**config.mk**
```make
export PLATFORM = sky130hd
export DESIGN_NAME = divisibility_mask_generator_unit_flat
export DESIGN_NICKNAME = d
export VERILOG_FILES = /design/src/hdl/dmg_pkg.sv /design/src/hdl/dmg_req_if.sv /design/src/hdl/dmg_rsp_if.sv /design/src/hdl/divisibility_mask_generator_unit.sv /design/src/flat_wrapper.sv
export SDC_FILE = /design/constraint.sdc
export NUM_CORES = 1
export LEC_CHECK = 0
export BUFFER_PORTS_ARGS = -buffer_cell sky130_fd_sc_hd__buf_2
export CAP_MARGIN = 20
export CORE_AREA = 10 10 187 189
export DETAILED_ROUTE_END_ITERATION = 16
export DIE_AREA = 0 0 197 199
export HOLD_SLACK_MARGIN = 0.15
export SYNTH_ARGS = -nofsm -noshare
export SYNTH_HDL_FRONTEND = slang
export SYNTH_SLANG_ARGS = --single-unit
```
**constraint.sdc**
```tcl
create_clock -name clock -period 11.2 [get_ports clock]
set_clock_uncertainty 0.15 [all_clocks]
set_input_delay 0.56 -clock clock [delete_from_list [all_inputs] [get_ports clock]]
set_output_delay 0.56 -clock clock [all_outputs]
set_load 0.02 [all_outputs]
```
**src/hdl/dmg_pkg.sv**
```systemverilog
// ----------------------------------------------------------------------------
// dmg_pkg
// Shared widths, register indexes, rule codes and default parameter values
// for the divisibility mask generator.
// ----------------------------------------------------------------------------
package dmg_pkg;

   // port payload widths
   localparam int EXPONENT_BITS  = 16;
   localparam int MASK_BITS      = 64;

   // configuration port
   localparam int CSR_INDEX_BITS = 2;
   localparam int CSR_DATA_BITS  = 9;
   localparam int RULE_BITS      = 3;
   localparam int NUM_INDETS_BITS = 9;

   localparam logic [CSR_INDEX_BITS-1:0] CSR_RULE_SELECT = 2'd0;
   localparam logic [CSR_INDEX_BITS-1:0] CSR_NUM_INDETS  = 2'd1;

   // rule codes, anything else behaves as the null rule
   localparam logic [RULE_BITS-1:0] RULE_NULL        = 3'd0;
   localparam logic [RULE_BITS-1:0] RULE_SINGLE      = 3'd1;
   localparam logic [RULE_BITS-1:0] RULE_SINGLE_WRAP = 3'd2;
   localparam logic [RULE_BITS-1:0] RULE_EVEN_POWERS = 3'd3;
   localparam logic [RULE_BITS-1:0] RULE_HASH        = 3'd4;

   // hashing stride: (HASH_STEP_MULT * (v / W) + HASH_STEP_BASE) mod W
   localparam int HASH_STEP_MULT = 24;
   localparam int HASH_STEP_BASE = 13;

   // parameter defaults
   localparam int MASK_WIDTH_DEFAULT = 64;
   localparam int EXP_BITS_DEFAULT   = 16;
   localparam int MAX_VARS_DEFAULT   = 256;

endpackage

```
**src/hdl/dmg_req_if.sv**
```systemverilog
// ----------------------------------------------------------------------------
// dmg_req_if
// Exponent channel: one exponent per beat, valid/ready handshake.
// ----------------------------------------------------------------------------
interface dmg_req_if;
   logic                               valid;
   logic                               ready;
   logic [dmg_pkg::EXPONENT_BITS-1:0]  exponent;

   modport source (output valid, output exponent, input ready);
   modport sink   (input valid, input exponent, output ready);
endinterface

```
**src/hdl/dmg_rsp_if.sv**
```systemverilog
// ----------------------------------------------------------------------------
// dmg_rsp_if
// Mask channel: one finished divisibility mask per beat, valid/ready handshake.
// ----------------------------------------------------------------------------
interface dmg_rsp_if;
   logic                           valid;
   logic                           ready;
   logic [dmg_pkg::MASK_BITS-1:0]  mask;

   modport source (output valid, output mask, input ready);
   modport sink   (input valid, input mask, output ready);
endinterface

```
**src/hdl/divisibility_mask_generator_unit.sv**
```systemverilog
// ----------------------------------------------------------------------------
// divisibility_mask_generator_unit
// Builds a divisibility mask from a monomial's exponents, one exponent a beat.
// ----------------------------------------------------------------------------
// Usage:
//   req_bus carries one exponent per beat, variable 0 first. After num_indets
//   beats the accumulated mask goes out as one beat on rsp_bus and the
//   accumulator clears for the next monomial.
//   csr_* writes rule_select (index 0) or num_indets (index 1); a write to
//   either index also restarts the monomial. Write only while the block is idle.
// Timing:
//   every exponent runs through a small sequencer: accept, work, finish.
//   null and single-bit rules: at most one mask bit per exponent.
//   even powers: bits v + b*n while they fit in W (bit v mod W when n > W).
//   hashing: strided bits while e exceeds the squared counter, at most MASK_WIDTH bits.
//   The work cycles are iterations of one shared index adder (stride add,
//   modulo-W wrap for hashing) and one exponent comparator, one mask bit per cycle.
//   req_bus.ready is high only in the accept state.
// Reset and stall:
//   reset clears the accumulator and position, selects the null rule and
//   sets num_indets to 1. A finished mask is held in an output register; a
//   stalled receiver only blocks the block at the end of the next monomial.
// ----------------------------------------------------------------------------
module divisibility_mask_generator_unit #(
   parameter int MASK_WIDTH = dmg_pkg::MASK_WIDTH_DEFAULT,
   parameter int EXP_BITS   = dmg_pkg::EXP_BITS_DEFAULT,
   parameter int MAX_VARS   = dmg_pkg::MAX_VARS_DEFAULT
) (
   input  logic                                 clock,
   input  logic                                 reset,
   dmg_req_if.sink                              req_bus,
   dmg_rsp_if.source                            rsp_bus,
   input  logic                                 csr_write_en,
   input  logic [dmg_pkg::CSR_INDEX_BITS-1:0]   csr_index,
   input  logic [dmg_pkg::CSR_DATA_BITS-1:0]    csr_data
);

   localparam int W        = MASK_WIDTH;
   localparam int EB       = (EXP_BITS < dmg_pkg::EXPONENT_BITS) ? EXP_BITS
                                                                 : dmg_pkg::EXPONENT_BITS;
   localparam int N_LIMIT  = (1 << dmg_pkg::NUM_INDETS_BITS) - 1;
   localparam int N_MAX    = (MAX_VARS < N_LIMIT) ? MAX_VARS : N_LIMIT;
   localparam int N_BITS   = $clog2(N_MAX + 1);
   localparam int POS_BITS = (N_MAX > 1) ? $clog2(N_MAX) : 1;
   localparam int MOD_BITS = $clog2(W);
   localparam int SUM_BITS = $clog2(W + N_MAX + 1);
   localparam int CNT_BITS = $clog2(W + 1);
   localparam int SQ_BITS  = $clog2(W * W + 1);
   localparam int CMP_A    = (EB > SQ_BITS) ? EB : SQ_BITS;
   localparam int CMP_BITS = (CMP_A > CNT_BITS + 1) ? CMP_A : CNT_BITS + 1;
   localparam int STEP_INIT = dmg_pkg::HASH_STEP_BASE % W;
   localparam int STEP_INC  = dmg_pkg::HASH_STEP_MULT % W;

   typedef enum logic [2:0] {
      ST_IDLE = 3'b001,
      ST_RUN  = 3'b010,
      ST_FIN  = 3'b100
   } state_type;

   state_type                          state_ff, state_in;
   logic [dmg_pkg::RULE_BITS-1:0]      rule_ff, rule_in;
   logic [N_BITS-1:0]                  nvars_ff, nvars_in;
   logic [W-1:0]                       acc_ff, acc_in;
   logic [POS_BITS-1:0]                pos_ff, pos_in;
   logic [MOD_BITS-1:0]                pos_mod_ff, pos_mod_in;
   logic [MOD_BITS-1:0]                step_ff, step_in;
   logic [EB-1:0]                      exp_ff, exp_in;
   logic [SUM_BITS-1:0]                idx_ff, idx_in;
   logic [CNT_BITS-1:0]                rem_ff, rem_in;
   logic [CNT_BITS-1:0]                cnt_ff, cnt_in;
   logic [SQ_BITS-1:0]                 sq_ff, sq_in;
   logic                               rsp_valid_ff, rsp_valid_in;
   logic [dmg_pkg::MASK_BITS-1:0]      rsp_mask_ff, rsp_mask_in;

   logic                               is_hash;
   logic [CMP_BITS-1:0]                thr;
   logic                               exp_gt_thr;
   logic                               exp_nz;
   logic                               exp_gt1;
   logic [SUM_BITS-1:0]                add_b;
   logic [SUM_BITS-1:0]                sum;
   logic [SUM_BITS-1:0]                sum_wrap;
   logic                               n_fits;
   logic                               wide_vars;
   logic                               idx_in_range;
   logic                               pos_in_range;
   logic                               last_var;
   logic [MOD_BITS:0]                  step_sum;
   logic [MOD_BITS-1:0]                step_adv;
   logic                               set_en;
   logic [MOD_BITS-1:0]                set_pos;
   logic [W-1:0]                       acc_set;
   logic                               csr_hit;
   logic [N_BITS-1:0]                  nvars_clamped;

   // shared exponent comparator: squared counter for hashing, 2b for even powers
   assign is_hash    = (rule_ff == dmg_pkg::RULE_HASH);
   assign thr        = is_hash ? CMP_BITS'(sq_ff) : CMP_BITS'({cnt_ff, 1'b0});
   assign exp_gt_thr = CMP_BITS'(exp_ff) > thr;
   assign exp_nz     = |exp_ff;
   assign exp_gt1    = |exp_ff[EB-1:1];

   // shared index adder: stride add with modulo-W wrap for hashing
   assign add_b    = is_hash ? SUM_BITS'(step_ff) : SUM_BITS'(nvars_ff);
   assign sum      = idx_ff + add_b;
   assign sum_wrap = (is_hash && (sum >= SUM_BITS'(W))) ? sum - SUM_BITS'(W) : sum;

   assign n_fits       = SUM_BITS'(nvars_ff) <= SUM_BITS'(rem_ff);
   assign wide_vars    = SUM_BITS'(nvars_ff) > SUM_BITS'(W);
   assign idx_in_range = idx_ff < SUM_BITS'(W);
   assign pos_in_range = SUM_BITS'(pos_ff) < SUM_BITS'(W);
   assign last_var     = (SUM_BITS'(pos_ff) + SUM_BITS'(1)) >= SUM_BITS'(nvars_ff);

   // stride grows by 24 mod W each time the position wraps past W
   assign step_sum = (MOD_BITS + 1)'(step_ff) + (MOD_BITS + 1)'(STEP_INC);
   assign step_adv = (step_sum >= (MOD_BITS + 1)'(W)) ?
                     MOD_BITS'(step_sum - (MOD_BITS + 1)'(W)) : MOD_BITS'(step_sum);

   assign csr_hit = csr_write_en &&
                    ((csr_index == dmg_pkg::CSR_RULE_SELECT) ||
                     (csr_index == dmg_pkg::CSR_NUM_INDETS));

   always_comb begin
      if (csr_data == '0) begin
         nvars_clamped = N_BITS'(1);
      end else if ({1'b0, csr_data} > (dmg_pkg::CSR_DATA_BITS + 1)'(N_MAX)) begin
         nvars_clamped = N_BITS'(N_MAX);
      end else begin
         nvars_clamped = N_BITS'(csr_data);
      end
   end

   assign acc_set = acc_ff | (set_en ? (W'(1) << set_pos) : '0);

   always_comb begin
      state_in     = state_ff;
      rule_in      = rule_ff;
      nvars_in     = nvars_ff;
      acc_in       = acc_ff;
      pos_in       = pos_ff;
      pos_mod_in   = pos_mod_ff;
      step_in      = step_ff;
      exp_in       = exp_ff;
      idx_in       = idx_ff;
      rem_in       = rem_ff;
      cnt_in       = cnt_ff;
      sq_in        = sq_ff;
      rsp_valid_in = rsp_valid_ff;
      rsp_mask_in  = rsp_mask_ff;
      set_en       = 1'b0;
      set_pos      = '0;

      if (rsp_valid_ff && rsp_bus.ready) begin
         rsp_valid_in = 1'b0;
      end

      case (state_ff)
         ST_IDLE: begin
            if (req_bus.valid) begin
               exp_in   = req_bus.exponent[EB-1:0];
               cnt_in   = '0;
               sq_in    = '0;
               rem_in   = CNT_BITS'(W);
               idx_in   = is_hash ? SUM_BITS'(pos_mod_ff) : SUM_BITS'(pos_ff);
               state_in = ST_RUN;
            end
         end
         ST_RUN: begin
            case (rule_ff)
               dmg_pkg::RULE_SINGLE: begin
                  set_en   = exp_nz && pos_in_range;
                  set_pos  = pos_mod_ff;
                  state_in = ST_FIN;
               end
               dmg_pkg::RULE_SINGLE_WRAP: begin
                  set_en   = exp_nz;
                  set_pos  = pos_mod_ff;
                  state_in = ST_FIN;
               end
               dmg_pkg::RULE_EVEN_POWERS: begin
                  if (wide_vars) begin
                     set_en   = exp_nz;
                     set_pos  = pos_mod_ff;
                     state_in = ST_FIN;
                  end else if (n_fits) begin
                     // one threshold 2b per cycle, bit v + b*n
                     set_en  = exp_gt_thr;
                     set_pos = idx_ff[MOD_BITS-1:0];
                     idx_in  = sum;
                     rem_in  = CNT_BITS'(SUM_BITS'(rem_ff) - SUM_BITS'(nvars_ff));
                     cnt_in  = cnt_ff + CNT_BITS'(1);
                  end else begin
                     // leftover bit: exponent greater than one
                     set_en   = exp_gt1 && idx_in_range;
                     set_pos  = idx_ff[MOD_BITS-1:0];
                     state_in = ST_FIN;
                  end
               end
               dmg_pkg::RULE_HASH: begin
                  if ((cnt_ff < CNT_BITS'(W)) && exp_gt_thr) begin
                     set_en  = 1'b1;
                     set_pos = idx_ff[MOD_BITS-1:0];
                     idx_in  = sum_wrap;
                     sq_in   = sq_ff + SQ_BITS'({cnt_ff, 1'b1});
                     cnt_in  = cnt_ff + CNT_BITS'(1);
                  end else begin
                     state_in = ST_FIN;
                  end
               end
               default: begin
                  state_in = ST_FIN;
               end
            endcase
            acc_in = acc_set;
         end
         ST_FIN: begin
            if (last_var) begin
               if (!rsp_valid_ff || rsp_bus.ready) begin
                  rsp_mask_in  = dmg_pkg::MASK_BITS'(acc_ff);
                  rsp_valid_in = 1'b1;
                  acc_in       = '0;
                  pos_in       = '0;
                  pos_mod_in   = '0;
                  step_in      = MOD_BITS'(STEP_INIT);
                  state_in     = ST_IDLE;
               end
            end else begin
               pos_in = pos_ff + POS_BITS'(1);
               if (pos_mod_ff == MOD_BITS'(W - 1)) begin
                  pos_mod_in = '0;
                  step_in    = step_adv;
               end else begin
                  pos_mod_in = pos_mod_ff + MOD_BITS'(1);
               end
               state_in = ST_IDLE;
            end
         end
         default: begin
            state_in = ST_IDLE;
         end
      endcase

      if (csr_hit) begin
         if (csr_index == dmg_pkg::CSR_RULE_SELECT) begin
            rule_in = csr_data[dmg_pkg::RULE_BITS-1:0];
         end else begin
            nvars_in = nvars_clamped;
         end
         acc_in     = '0;
         pos_in     = '0;
         pos_mod_in = '0;
         step_in    = MOD_BITS'(STEP_INIT);
      end
   end

   always_ff @(posedge clock) begin
      if (reset) begin
         state_ff     <= ST_IDLE;
         rule_ff      <= dmg_pkg::RULE_NULL;
         nvars_ff     <= N_BITS'(1);
         acc_ff       <= '0;
         pos_ff       <= '0;
         pos_mod_ff   <= '0;
         step_ff      <= MOD_BITS'(STEP_INIT);
         rsp_valid_ff <= 1'b0;
      end else begin
         state_ff     <= state_in;
         rule_ff      <= rule_in;
         nvars_ff     <= nvars_in;
         acc_ff       <= acc_in;
         pos_ff       <= pos_in;
         pos_mod_ff   <= pos_mod_in;
         step_ff      <= step_in;
         rsp_valid_ff <= rsp_valid_in;
      end
   end

   always_ff @(posedge clock) begin
      exp_ff      <= exp_in;
      idx_ff      <= idx_in;
      rem_ff      <= rem_in;
      cnt_ff      <= cnt_in;
      sq_ff       <= sq_in;
      rsp_mask_ff <= rsp_mask_in;
   end

   assign req_bus.ready = (state_ff == ST_IDLE);
   assign rsp_bus.valid = rsp_valid_ff;
   assign rsp_bus.mask  = rsp_mask_ff;

endmodule
```
**src/flat_wrapper.sv**
```systemverilog
// flat-port wrapper written by rule: the top's interface ports become plain ports
module divisibility_mask_generator_unit_flat 
#(
   parameter int MASK_WIDTH = dmg_pkg::MASK_WIDTH_DEFAULT,
   parameter int EXP_BITS   = dmg_pkg::EXP_BITS_DEFAULT,
   parameter int MAX_VARS   = dmg_pkg::MAX_VARS_DEFAULT
)
  (clock, reset, csr_write_en, csr_index, csr_data, req_bus_valid, req_bus_exponent, req_bus_ready, rsp_bus_valid, rsp_bus_mask, rsp_bus_ready);
  dmg_req_if req_bus_i ();
  dmg_rsp_if rsp_bus_i ();
  input  logic clock;
  input  logic reset;
  input  logic csr_write_en;
  input  logic [dmg_pkg::CSR_INDEX_BITS-1:0] csr_index;
  input  logic [dmg_pkg::CSR_DATA_BITS-1:0] csr_data;
  input wire logic [$bits(req_bus_i.valid)-1:0] req_bus_valid;
  input wire logic [$bits(req_bus_i.exponent)-1:0] req_bus_exponent;
  output wire logic [$bits(req_bus_i.ready)-1:0] req_bus_ready;
  output wire logic [$bits(rsp_bus_i.valid)-1:0] rsp_bus_valid;
  output wire logic [$bits(rsp_bus_i.mask)-1:0] rsp_bus_mask;
  input wire logic [$bits(rsp_bus_i.ready)-1:0] rsp_bus_ready;
  assign req_bus_i.valid = req_bus_valid;
  assign req_bus_i.exponent = req_bus_exponent;
  assign req_bus_ready = req_bus_i.ready;
  assign rsp_bus_valid = rsp_bus_i.valid;
  assign rsp_bus_mask = rsp_bus_i.mask;
  assign rsp_bus_i.ready = rsp_bus_ready;
  divisibility_mask_generator_unit #(.MASK_WIDTH(MASK_WIDTH), .EXP_BITS(EXP_BITS), .MAX_VARS(MAX_VARS)) u_core (.clock(clock), .reset(reset), .req_bus(req_bus_i), .rsp_bus(rsp_bus_i), .csr_write_en(csr_write_en), .csr_index(csr_index), .csr_data(csr_data));
endmodule
```
==> impl_metrics.yaml <==
sta:
  setup_viol: 0
  period_needed_ps: 4890
  hold_viol: 0
  fin_tns_setup_ps: 0
  relSlewSlack: 0.388
  worstMarginPinSlew_ps: 914
  worst_hold_slack_ps: 180
  min_period_over_period: 0.436
  drv_slew: 0
  max_freq_mhz: 205
  rsz0062_at_grt: "false"
placed_design:
  io_buffers: 97
  hpwl_um: 18000
  place.gp.congestion: 0.844
detailed_routing:
  first_iter_violations: 499
  met3WireLength_um: 1590
  route.vias.total: 7205
  wl_met2_um: 11400
  wl_um: 24700
  highest_layer: "met4"
  ant_nets: 0
  via_per_inst: 4.98
  wl_met1_um: 11200
  wire_per_inst_um: 17.1
  drc: 0
  firstDrtPassIters: 5
worst_setup_path:
  r2r-start: "u_core.rule_ff[2]"
  worst_setup_path_start_kind: "flop"
  path_max_fanout: 18
  worstSetupEndpoint: "u_core.acc_ff[48]"
  crit_required_ps: 11530
  reg2reg_slack_ps: 6310
  cp-end-kind: "flop"
  worstSetupPathType: "flop to flop"
  critPathLaunch: "u_core.rule_ff[2]"
  r2r_cells: 11
  rr_endpoint: "u_core.acc_ff[48]"
  arrival_ps: 5220
logic_synthesis:
  synthXorXnorAreaFrac: 0.0294
  seq_area_frac_synth: 0.553
  ys_warn_count: 0
  synth-simple-area-share: 0.156
  synth_fa_ha_area_frac: 0.0773
  synth_fp_nets: 1007
  synth_area_per_cell_um2: 10.7
  synth_top_family_by_area: "simple AND/OR/NAND/NOR gates"
  yosysMostFrequentCell: "edfxtp_1"
  synth_enable_flop_cells: 116
  synth_seq_cells: 214
  synthTopCellsByCount: "edfxtp_1 (116), dfxtp_1 (98), nor2_1 (96), nand2_1 (75), ha_1 (56)"
  netlist_area_mm2: 0.00984
  synthMuxAreaShare: 0.0112
  synth_compound_area_frac: 0.144
  yosys.area.top_type_share: 0.354
  netlist-cell-type-count: 65
  ys_top_cells_by_area: "edfxtp_1 (35%), dfxtp_1 (20%), ha_1 (7.1%)"
  ys.flop_type: "edfxtp_1"
  syn_inst: 916
  yosysTopAreaCell: "edfxtp_1"
  async_reset_ff_frac: 0
global_route:
  overflow: 0
  antenna_found_initial: 0
  grt_pass1_vias: 7037
  grt_max_degree: 72
  grt_pass1_wl_um: 39100
  gr-usage-all-layers: 0.123
cts:
  cts_resized: 0
  clk_path_buf_depth: 3
  clk_pin_slew_worst_paths_ps: 60
  htreeDepth: 1
  root_buffer: "clkbuf_16"
  numCtsBuffers: 25
  cts_tree: "done"
  cts.sinks: 214
  clk-insertion-delay-late_ps: 540
floorplan:
  fp.dieW_um: 197
  die-area_mm2: 0.0392
  num_rows: 65
  coreArea_mm2: 0.0312
  initial_core_util: 0.315
  num_io_pins: 98
  die_h_um: 199
power_and_ir_drop:
  max-vdd-ir-drop_uv: 102
  power_density_mw_per_mm2: 150
  total_power_uw: 1760
  p_leak_uw: 0.00453
run:
  maxCapViolations: 0
final_layout:
  n_antenna_cell: 0
  layout.nets: 1117
  multiInputGateArea_mm2: 0.00414
  fillers: 3133
  layout-drive-gt1-share: 0.148
  area.growth.synth_to_final_pct: 18.8
  ff_latch_area_mm2: 0.00545
min_path:
  hold_class: "input pin to flop"
  holdPathStages: 3
run_status:
  status: "finished, final reports clean"
-- cells in the final DEF, fill, tap and decap left out, drive strengths merged, types with 16 or more instances in the layout --
cell type	netlist	layout
a22o	43	43
a21oi	51	51
dlygate4sd3	0	16
nand2	75	75
buf	8	104
edfxtp	116	116
inv	37	40
nor2	96	96
xnor2	21	21
nor3	32	32
clkbuf	29	29
a21o	17	17
o21ai	53	53
nand3	21	21
dfxtp	98	98
ha	56	56
-- per-layer routing --
metal,GRT usage,vias to the layer above
met5,0,-
met4,0.0313,0
met3,0.0306,35
met2,0.201,185
met1,0.160,3424
li1,-,3561
-- per-stage QoR --
| stage | setup WS (ps) | util | cells | cell area, um^2 |
|---|---|---|---|---|
| after floorplan | 5410 | - | 916 | 9840 |
| after detailed placement | 6370 | 0.345 | 1385 | 10800 |
| final | 6310 | 0.375 | 1447 | 11700 |
| after global placement | 6480 | 0.345 | 1385 | 10800 |
| after global routing | 6010 | 0.375 | 1447 | 11700 |
| after CTS | 6350 | 0.375 | 1447 | 11700 |
-- power by group --
part | switching (uW) | internal (uW) | leakage [uW]
clock network | 325 | 436 | 0.000377
logic | 81.8 | 53.1 | 0.00222
registers | 17.8 | 845 | 0.00193
total | 424 | 1330 | 0.00453
-- registers in the layout, indices dropped and copies added (netlist names), 4 cells and up --
register	count
u_core.nvars_ff	9
u_core.step_ff	4
u_core.rsp_bus.mask	64
u_core.idx_ff	9
u_core.pos_ff	8
u_core.pos_mod_ff	6
u_core.acc_ff	64
u_core.rem_ff	7
u_core.sq_ff	13
u_core.cnt_ff	7
u_core.exp_ff	16
-- logic make-up after synthesis --
family	after synthesis
buffers and inverters	74
XOR/XNOR	33
adder cells (fa/ha/maj)	59
multiplexers	11
AO/OA/AOI/OAI	213
flip-flops	214
AND/OR/NAND/NOR	312
-- worst min-delay path by stage --
stage / from / end / slack, ps
floorplan: u_core.acc_ff[11] / u_core.rsp_bus.mask[11] / 260
detailed placement: u_core.acc_ff[6] / u_core.rsp_bus.mask[6] / 270
CTS: csr_index[0] / u_core.nvars_ff[8] / 160
global route: csr_index[0] / u_core.nvars_ff[8] / 190
global placement: u_core.acc_ff[35] / u_core.rsp_bus.mask[35] / 260
finish: csr_index[0] / u_core.nvars_ff[8] / 180
-- critical path, stage by stage, from the launching register on --
cell	delay, ps
dfxtp_1	460
or3b_2	700
mux2i_1	190
ha_1	330
a21oi_1	160
o21ai_0	100
a2111oi_1	770
a21oi_4	180
a2bb2oi_1	780
o21ai_1	340
nor4_2	470
a22o_1	200
-- repair_timing --
| item | CTS | global route |
|---|---|---|
| hold endpoints to repair | 16 | 0 |
| hold buffers | 16 | 0 |
| setup buffers | 0 | 0 |
-- layout make-up --
| cell class | count | area share |
|---|---|---|
| Sequential cell | 214 | 0.466 |
| Timing Repair Buffer | 120 | 0.0597 |
| Tap cell | 402 | 0.0430 |
| Clock buffer | 29 | 0.0548 |
| Clock inverter | 17 | 0.0111 |
| Inverter | 37 | 0.0119 |
| Multi-Input combinational cell | 628 | 0.354 |
(Power assumes the default switching activity.)
